`src/hw/rtl/bcu_div_pipe.sv`:
```
// Pipelined unsigned restoring divider, one quotient bit per stage.
`timescale 1ns / 1ps
module bcu_div_pipe #(
    parameter int unsigned WIDTH  = 32,
    parameter int unsigned SIDE_W = 1
) (
    input  logic              i_clk,
    input  logic              i_rst_n,
    input  logic              i_en,
    input  logic              i_valid,
    input  logic [WIDTH-1:0]  i_num,
    input  logic [WIDTH-1:0]  i_den,
    input  logic [SIDE_W-1:0] i_side,
    output logic              o_valid,
    output logic [WIDTH-1:0]  o_quot,
    output logic [SIDE_W-1:0] o_side
);
    logic              r_vld  [WIDTH+1];
    logic [WIDTH-1:0]  r_rem  [WIDTH+1];
    logic [WIDTH-1:0]  r_nq   [WIDTH+1];
    logic [WIDTH-1:0]  r_den  [WIDTH+1];
    logic [SIDE_W-1:0] r_side [WIDTH+1];

    assign r_vld[0]  = i_valid;
    assign r_rem[0]  = '0;
    assign r_nq[0]   = i_num;
    assign r_den[0]  = i_den;
    assign r_side[0] = i_side;

    for (genvar g = 0; g < WIDTH; g++) begin : g_stage
        logic [WIDTH:0]   w_trial;
        logic [WIDTH-1:0] n_rem;
        logic [WIDTH-1:0] n_nq;

        always_comb begin
            w_trial = {r_rem[g], r_nq[g][WIDTH-1]};
            n_nq    = {r_nq[g][WIDTH-2:0], 1'b0};
            if (w_trial >= {1'b0, r_den[g]}) begin
                n_rem   = WIDTH'(w_trial - {1'b0, r_den[g]});
                n_nq[0] = 1'b1;
            end else begin
                n_rem   = w_trial[WIDTH-1:0];
            end
        end

        always_ff @(posedge i_clk) begin
            if (!i_rst_n) begin
                r_vld[g+1] <= 1'b0;
            end else if (i_en) begin
                r_vld[g+1] <= r_vld[g];
            end
        end

        always_ff @(posedge i_clk) begin
            if (i_en) begin
                r_rem[g+1]  <= n_rem;
                r_nq[g+1]   <= n_nq;
                r_den[g+1]  <= r_den[g];
                r_side[g+1] <= r_side[g];
            end
        end
    end

    assign o_valid = r_vld[WIDTH];
    assign o_quot  = r_nq[WIDTH];
    assign o_side  = r_side[WIDTH];
endmodule

```
`config.mk`:
```
export PLATFORM = sky130hd
export DESIGN_NAME = bcu_div_pipe
export DESIGN_NICKNAME = d
export VERILOG_FILES = /design/src/hw/rtl/bcu_div_pipe.sv
export SDC_FILE = /design/constraint.sdc
export NUM_CORES = 2
export LEC_CHECK = 0
export ABC_CLOCK_PERIOD_IN_PS = 5000
export CAP_MARGIN = 5
export CORE_MARGIN = 5
export CORE_UTILIZATION = 40
export CTS_CLUSTER_DIAMETER = 150
export CTS_CLUSTER_SIZE = 14
export DETAILED_ROUTE_END_ITERATION = 10
export DONT_BUFFER_PORTS = 1
export GPL_TIMING_DRIVEN = 1
export HOLD_SLACK_MARGIN = 0.06
export SLEW_MARGIN = 5
export SYNTH_ARGS = -nofsm -noshare
export SYNTH_HDL_FRONTEND = slang
export SYNTH_SLANG_ARGS = --single-unit
```
`constraint.sdc`:
```
create_clock -name i_clk -period 5 [get_ports i_clk]
set_input_delay 0.25 -clock i_clk [delete_from_list [all_inputs] [get_ports i_clk]]
set_output_delay 0.25 -clock i_clk [all_outputs]
set_load 0.01 [all_outputs]
```
==> metrics.csv <==
metric;value;unit
routed_wl;334000;microns
cp.required;5.65;ns
yosys-top-cells-count;3,040 x edfxtp_1, 1,242 x inv_1, 994 x ha_1;
h-tree-depth;4;
cap_viol_max_count;0;
muxShareOfSynthArea;0.0353;
grt-ovfl-total;0;
async_reset_ff_frac;0;
worstMarginPinSlew;1.41;ns
grt_max_degree;258;
synth_compound_area_frac;0.125;
ctsResizeCount;0;
drive_above_1_share;0.0694;
io_pins;103;
cp-start-kind;flip-flop;
area_delta_synth_final;9.42;%
synth.most_common_cell;edfxtp_1;
yosys_warnings;0;
path_clk_slew;0.07;ns
fin_crit_sh;0.890;
skew;0.110;ns
pwr_density_cell;617;nW/um^2
final_nets;13790;
drv_slew;0;
cts_tree;built;
drtIter0Drc;6475;
antenna_found_initial;8;
row_count;228;
insertion_delay;1.00;ns
yosys.area.top_type;edfxtp_1;
ant_nets;0;
synth_xor_xnor_area_share;0.0460;
vias_per_cell;5.21;
crit_arrival;5.10;ns
numCtsBuffers;243;
initial_utilization;0.401;
fmax;225;MHz
dr.pass1.iters;8;
synth_ff_type;edfxtp_1;
wl_per_cell;18.7;microns
hold_viol_final;0;
die_w;632;microns
ctsLongestPathBuffers;4;
synth_area_leaders;edfxtp_1 59%, ha_1 8.0%, mux2_2 3.1%;
die-area;399000;sq um
avgSynthCellArea;12.4;sq um
totalPowerFinal;0.104;W
setup_viol;0;
min_path_type;primary input to flip-flop;
portBuffers;0;
ys_ff_latch;3072;
yosysUniqueCellTypes;102;
critPathKind;flip-flop to flip-flop;
leakage;66.2;nW
fin_setup_tns;0;ns
grt_usage;0.162;
drc_errors;0;
coreArea;385000;sq um
post_cts_buffers;0;
clock-sinks;3072;
synth_nets;13586;
crit_fanout;26;
vias;93394;
outcome;completed;
dp_hpwl;243000;microns
synth-simple-area-share;0.0777;
yosys.area.top_type_share;0.590;
seq_area_frac_synth;0.594;
grt_pass1_vias;91439;
peakVddDrop;0.000436;V
fin_ws;0.550;ns
root_buffer;clkbuf_16;
crit_path_end_kind;flip-flop;
fin_crit;4.45;ns
synth-edff-count;3040;
rsz0062_at_grt;no;
synth_top_family_by_area;compound AO/OA/AOI/OAI gates;
die_h;632;microns
maxSlewHeadroom;0.0608;
place_ws;0.653;ns
gp_congestion;0.889;
netlist_instances;12493;
grt_first_pass_wirelength;519000;microns
synthAdderAreaFrac;0.0843;
synth_area;155000;sq um
==> registers in the layout (all words and copies together) (netlist names) <==
signal	cells
g_stage.n_nq	961
g_stage.w_trial	1023
o_quot	32
o_side	1
o_valid	1
r_den	992
r_side	31
r_vld	31
==> layout make-up <==
| class | count | area, sq um |
|---|---|---|
| tap | 5175 | 6470 |
| clock inverter | 14 | 209 |
| inverter | 1243 | 4670 |
| fill | 35113 | 216000 |
| antenna | 3 | 7.51 |
| clock buffer | 267 | 6230 |
| sequential | 3072 | 91900 |
| timing repair buffer | 219 | 2510 |
| multi-input combinational | 7918 | 57200 |
==> cell usage in the layout (no fill, tap or decap), types with 246 or more instances in the layout <==
cell          n
edfxtp_1   3040
inv_1      1242
ha_1        994
a21oi_1     941
nand2_1     776
o21ai_0     745
nor2_1      629
xnor2_1     501
a21o_1      467
mux2_2      422
xor2_1      311
clkbuf_16   246
==> per-stage QoR <==
| step | util | hold slack (ns) | instances | instance area [sq um] |
|---|---|---|---|---|
| 2_1_floorplan | - | 0.349 | 12493 | 155000 |
| 3_3_place_gp | 0.419 | 0.349 | 17493 | 161000 |
| 3_5_place_dp | 0.419 | 0.349 | 17493 | 161000 |
| 4_1_cts | 0.439 | 0.139 | 17907 | 169000 |
| 5_1_grt | 0.439 | 0.165 | 17911 | 169000 |
| 6_report | 0.439 | 0.210 | 17911 | 169000 |
==> final timing paths <==
kind | cells past startpoint | from | to | slack [ns]
setup / recovery | 15 | r_den[449] | g_stage[19].w_trial[4] | 0.55
hold / removal | 1 | i_den[31] | r_den[1023] | 0.21
setup reg to reg | 15 | r_den[449] | g_stage[19].w_trial[4] | 0.55
hold reg to reg | 0 | g_stage[24].n_nq[8] | g_stage[25].n_nq[9] | 0.32
==> logic make-up after synthesis <==
group,count (synthesis)
XOR/XNOR,812
flip-flops,3072
multiplexers,492
AO/OA/AOI/OAI,3077
adder cells (fa/ha/maj),1024
AND/OR/NAND/NOR,2513
buffers and inverters,1503
==> routing by layer <==
layer  wire length (microns)  share of wire  GRT usage  vias to the layer above
li1                        -              -          -                    46343
met1                  144000           0.43      0.206                    44785
met2                  166000           0.50      0.287                     1712
met3                   11900          0.036     0.0175                      554
met4                   12700          0.038     0.0571                        0
met5                       0              0          0                        -
==> report_power, final <==
| part | switching [W] | internal (W) |
|---|---|---|
| clock | 0.00882 | 0.00874 |
| combinational | 0.0256 | 0.0206 |
| sequential | 0.00379 | 0.0368 |
| total | 0.0382 | 0.0662 |
==> critical path, cell delays in order (launching register included) <==
cell      delay, ns
edfxtp_1       0.52
inv_1          0.08
ha_1           0.31
nor2b_1        0.13
o21a_1         0.18
o21ai_0        0.27
a21oi_1        0.18
o21ai_0        0.24
buf_4          0.17
and4bb_2       0.22
a211oi_1       0.36
a21boi_0       0.23
o21ai_0        0.50
o21ai_4        0.20
buf_12         0.22
mux2_2         0.31
==> repair_timing <==
action / in CTS / in global routing
endpoints found under the hold margin: 322 / 0
setup endpoints to repair: 0 / 0
hold buffers: 133 / 0
No activity file was read; power rests on OpenSTA's default activity.
