--- src/hw/rtl/bcu_pkg.sv ---
// Shared types and constants of the barometer compensation unit.
`timescale 1ns / 1ps
package bcu_pkg;

    // Configuration register indexes.
    typedef enum logic [2:0] {
        CFG_AC_SIGNED   = 3'd0,
        CFG_AC_UNSIGNED = 3'd1,
        CFG_B_PAIR      = 3'd2,
        CFG_M_PAIR      = 3'd3,
        CFG_OVERSAMPLE  = 3'd4
    } t_cfg_idx;

    localparam logic [31:0] C_TEMP_OFFSET  = 32'd4000;
    localparam logic [31:0] C_B4_BIAS      = 32'd32768;
    localparam logic [16:0] C_PRESS_SCALE  = 17'd50000;
    localparam logic [31:0] C_P_SQ_COEF    = 32'd3038;
    localparam logic [31:0] C_P_LIN_COEF   = 32'hFFFF_E343; // -7357
    localparam logic [31:0] C_P_OFFSET     = 32'd3791;

    typedef struct packed {
        logic signed [15:0] temperature_tenths;
        logic signed [31:0] pressure_pa;
        logic               divide_error;
    } t_result;

    // Side data carried through the temperature divider.
    typedef struct packed {
        logic [31:0] x1;
        logic [18:0] up;
        logic        neg;
        logic        err;
    } t_side_t;

    // Side data carried through the pressure divider.
    typedef struct packed {
        logic [15:0] tenths;
        logic        hi;
        logic        err;
    } t_side_p;

endpackage

--- src/hw/rtl/bcu_out_buffer.sv ---
// Output register with a skid stage that decouples the pipeline from the sink.
`timescale 1ns / 1ps
module bcu_out_buffer (
    input  logic             i_clk,
    input  logic             i_rst_n,
    input  logic             i_valid,
    input  bcu_pkg::t_result i_data,
    output logic             o_en,
    output logic             o_valid,
    output bcu_pkg::t_result o_data,
    input  logic             i_ready
);
    import bcu_pkg::*;

    logic    r_out_vld;
    logic    r_skid_vld;
    t_result r_out;
    t_result r_skid;
    logic    w_take;

    assign w_take  = r_out_vld & i_ready;
    assign o_en    = ~r_skid_vld;
    assign o_valid = r_out_vld;
    assign o_data  = r_out;

    always_ff @(posedge i_clk) begin
        if (!i_rst_n) begin
            r_out_vld  <= 1'b0;
            r_skid_vld <= 1'b0;
        end else if (r_skid_vld) begin
            if (w_take) begin
                r_skid_vld <= 1'b0;
            end
        end else if (i_valid) begin
            if (r_out_vld && !w_take) begin
                r_skid_vld <= 1'b1;
            end else begin
                r_out_vld <= 1'b1;
            end
        end else if (w_take) begin
            r_out_vld <= 1'b0;
        end
    end

    always_ff @(posedge i_clk) begin
        if (r_skid_vld) begin
            if (w_take) begin
                r_out <= r_skid;
            end
        end else if (i_valid) begin
            if (r_out_vld && !w_take) begin
                r_skid <= i_data;
            end else begin
                r_out <= i_data;
            end
        end
    end
endmodule

--- config.mk ---
export PLATFORM = sky130hd
export DESIGN_NAME = bcu_out_buffer
export DESIGN_NICKNAME = d
export VERILOG_FILES = /design/src/hw/rtl/bcu_pkg.sv /design/src/hw/rtl/bcu_out_buffer.sv
export SDC_FILE = /design/constraint.sdc
export NUM_CORES = 1
export LEC_CHECK = 0
export BUFFER_PORTS_ARGS = -buffer_cell sky130_fd_sc_hd__buf_2
export CORE_MARGIN = 2
export CORE_UTILIZATION = 40
export CTS_CLUSTER_SIZE = 40
export DETAILED_ROUTE_END_ITERATION = 16
export GPL_TIMING_DRIVEN = 0
export MAX_ROUTING_LAYER = met4
export PLACE_DENSITY = 0.72
export SYNTH_ARGS = -nofsm -noshare
export SYNTH_HDL_FRONTEND = slang
export SYNTH_SLANG_ARGS = --single-unit
--- constraint.sdc ---
create_clock -name i_clk -period 5.3 [get_ports i_clk]
set_input_delay 1.59 -clock i_clk [delete_from_list [all_inputs] [get_ports i_clk]]
set_output_delay 1.59 -clock i_clk [all_outputs]
set_load 0.03 [all_outputs]
==> impl_metrics.py <==
metrics = {
    "run_status": {
        "status": "completed",
    },
    "clock_network": {
        "cts_buffers": 9,
        "cts_max_path_buffers": 2,
        "htreeDepth": 3,
        "numClockSinks": 100,
        "ctsHoldBuffers": 0,
        "cts_root_buf": "clkbuf_8",
        "clkTransAtPathRegs_ns": 0.09,
        "cts_tree": "yes",
        "clkLatencyLatePin_ns": 0.35,
        "cts_repair_resize_count": 0,
        "postCtsSetupBuffers": 0,
    },
    "yosys": {
        "ys_warn_count": 0,
        "ys.flop_type": "edfxtp_1",
        "synth_mux_area_frac": 0.192,
        "yosysMostFrequentCell": "edfxtp_1",
        "synth_top_area_share": 0.764,
        "synthAdderAreaFrac": 0,
        "ys_top_cells_by_count": "98 x edfxtp_1, 47 x mux2_4, 5 x buf_6",
        "syn_inst": 167,
        "yosysUniqueCellTypes": 15,
        "ys_ff_latch": 100,
        "synth_nets": 220,
        "avgSynthCellArea_um2": 23.1,
        "synth_xor_xnor_area_share": 0,
        "synthSimpleGateAreaFrac": 0.00682,
        "async_flop_share": 0,
        "yosysTopAreaCell": "edfxtp_1",
        "syn-cell-area_um2": 3850,
        "synth_top_family_by_area": "multiplexers",
        "ys_seq_area_frac": 0.774,
        "synthTopCellsByArea": "edfxtp_1 76%, mux2_4 18%, buf_6 1.5%, dfxtp_1 1.0%, mux2_2 0.58%",
        "synth_compound_area_frac": 0.00585,
        "synth-edff-count": 98,
    },
    "floorplan": {
        "die_w_um": 102,
        "fp.coreArea_um2": 9280,
        "row_count": 35,
        "ios": 104,
        "die_h_um": 102,
        "start_util": 0.415,
        "die_area_um2": 10400,
    },
    "pwr": {
        "power_density_nw_per_um2": 350,
        "p_clk_frac": 0.306,
        "seq_power_share": 0.558,
        "internal_power_mw": 1.28,
        "total_power_mw": 1.68,
        "p_sw_frac": 0.236,
        "peakVddDrop_uv": 165,
        "combPwrFrac": 0.136,
        "p_leak_nw": 1.86,
        "p_sw_uw": 396,
    },
    "global_route": {
        "grt_overflow": 0,
        "grt_pass1_wl_um": 9630,
        "grt_max_degree": 27,
        "grt_antenna_before_repair": 1,
        "grt_pass1_vias": 1931,
        "grt_use_total": 0.129,
    },
    "drt": {
        "dr.pass1.iters": 4,
        "drtIter0Drc": 29,
        "avgRoutedWirePerCell_um": 15.1,
        "vias": 1864,
        "drc": 0,
        "drt_wl_total_um": 6310,
        "ant_nets": 0,
        "avgViaCountPerCell": 4.47,
    },
    "setup_path": {
        "endpoint_kind": "flop",
        "critical_path_class": "primary input to flop",
        "worst_ep_arrival_time_ns": 2.78,
        "crit_slowest_cell": "a21oi_4",
        "crit_chain": "buf_2 > mux2i_1 > a21oi_4 > buf_12",
        "required_ns": 5.34,
        "critical_path.max_stage_delay_ns": 0.68,
        "crit_fanout": 26,
        "start_kind": "primary input",
        "rrSetupSlack_ns": 3.24,
    },
    "final_layout": {
        "drive_gt1_frac": 0.610,
        "synthToLayoutAreaGrowth_pct": 24.4,
        "nFillCells": 791,
        "fin_util": 0.516,
        "finalNetCount": 336,
    },
    "timing": {
        "setup_slack_ns": 2.57,
        "skew_ns": 0.0124,
        "tightest_slew_ns": 0.864,
        "min_period_over_period": 0.515,
        "rsz0062_at_grt": "false",
        "slew_violations": 0,
        "relSlewSlack": 0.422,
        "finalSetupTns_ns": 0,
        "fmax_mhz": 366,
        "fin_crit_ns": 2.73,
        "setup_viol": 0,
        "timing.hold.ws_ns": 0.552,
        "finalHoldViolCount": 0,
    },
    "flow_run": {
        "maxCapViolCount": 0,
    },
    "placed_design": {
        "port-buffer-count": 103,
        "place_hpwl_um": 4330,
        "gp_congestion": 0.723,
        "dp_slack_ns": 2.14,
    },
    "worst_hold_path": {
        "min_path_type": "flop to flop",
    },
}
==> metal layers <==
metal,global-route usage,wire (µm),vias to the layer above
met2,0.205,3170,75
met5,-,0,-
met1,0.151,2660,893
met4,0.0400,40,0
li1,-,-,890
met3,0.0506,438,6
==> per-stage QoR <==
stage | instance area (µm²) | cells
after floorplan | 3850 | 167
final | 4790 | 417
after global routing | 4790 | 417
after global placement | 4530 | 399
after detailed placement | 4580 | 401
after CTS | 4790 | 416
==> flip-flops by register name, summed over array words and instances (netlist names) <==
name / cells
o_data: 49
r_skid: 49
o_valid: 1
r_skid_vld: 1
==> worst max-delay path, delay by kind of cell <==
| family | cells | cell delay [ns] |
|---|---|---|
| AO/OA/AOI/OAI | 1 | 0.68 |
| buffers and inverters | 2 | 0.38 |
| multiplexers | 1 | 0.10 |
==> cells by family (layout without fill, tap and decap cells) <==
logic type      after synthesis  after routing
buf+inv                       9            129
simple gates                  4              4
mux                          50             50
compound gates                4              4
flops                       100            100
other cells                   0              1
==> cells in the final DEF, fill, tap and decap left out <==
| cell | instances |
|---|---|
| nand3b_1 | 1 |
| dfxtp_1 | 2 |
| a21oi_1 | 1 |
| clkinvlp_4 | 2 |
| and4_2 | 1 |
| inv_1 | 3 |
| buf_8 | 1 |
| diode_2 | 1 |
| mux2i_1 | 1 |
| mux2_2 | 2 |
| buf_2 | 103 |
| clkbuf_1 | 2 |
| clkbuf_8 | 9 |
| o21ai_1 | 1 |
| a211oi_1 | 1 |
| buf_6 | 5 |
| mux2_4 | 47 |
| bufinv_16 | 2 |
| a21oi_4 | 1 |
| nand2_1 | 1 |
| edfxtp_1 | 98 |
| buf_12 | 2 |
| nor2b_1 | 1 |
==> power by group through the flow <==
stage	Combinational (mW)	Clock (mW)	Sequential, mW
after floorplan	0.0843	0	1.03
after global placement	0.222	0	0.958
after detailed placement	0.233	0	0.955
after CTS	0.233	0.531	0.937
after global routing	0.245	0.560	0.941
final	0.229	0.513	0.936
==> path summary, 6_finish.rpt <==
kind                         startpoint              endpoint  cells past startpoint
hold reg to reg    r_skid[23]$_DFFE_PP_  o_data[23]$_DFFE_PP_                      1
setup / recovery                i_valid  o_data[29]$_DFFE_PP_                      4
hold / removal     r_skid[23]$_DFFE_PP_  o_data[23]$_DFFE_PP_                      1
setup reg to reg  r_skid_vld$_SDFF_PN0_  o_data[29]$_DFFE_PP_                      5
==> area by class of cell <==
cell class / instances / area [µm²] / area share
clock buffers: 11 / 131 / 0.0274
flip-flops and latches: 100 / 2980 / 0.623
well taps: 129 / 161 / 0.0337
clock inverters: 4 / 75.1 / 0.0157
repair buffers: 105 / 556 / 0.116
diodes: 1 / 2.50 / 0.000522
inverters: 3 / 11.3 / 0.00235
multi-input cells: 58 / 800 / 0.167
plain buffers: 6 / 71.3 / 0.0149
Note: power is estimated with default switching activity, not from simulation.
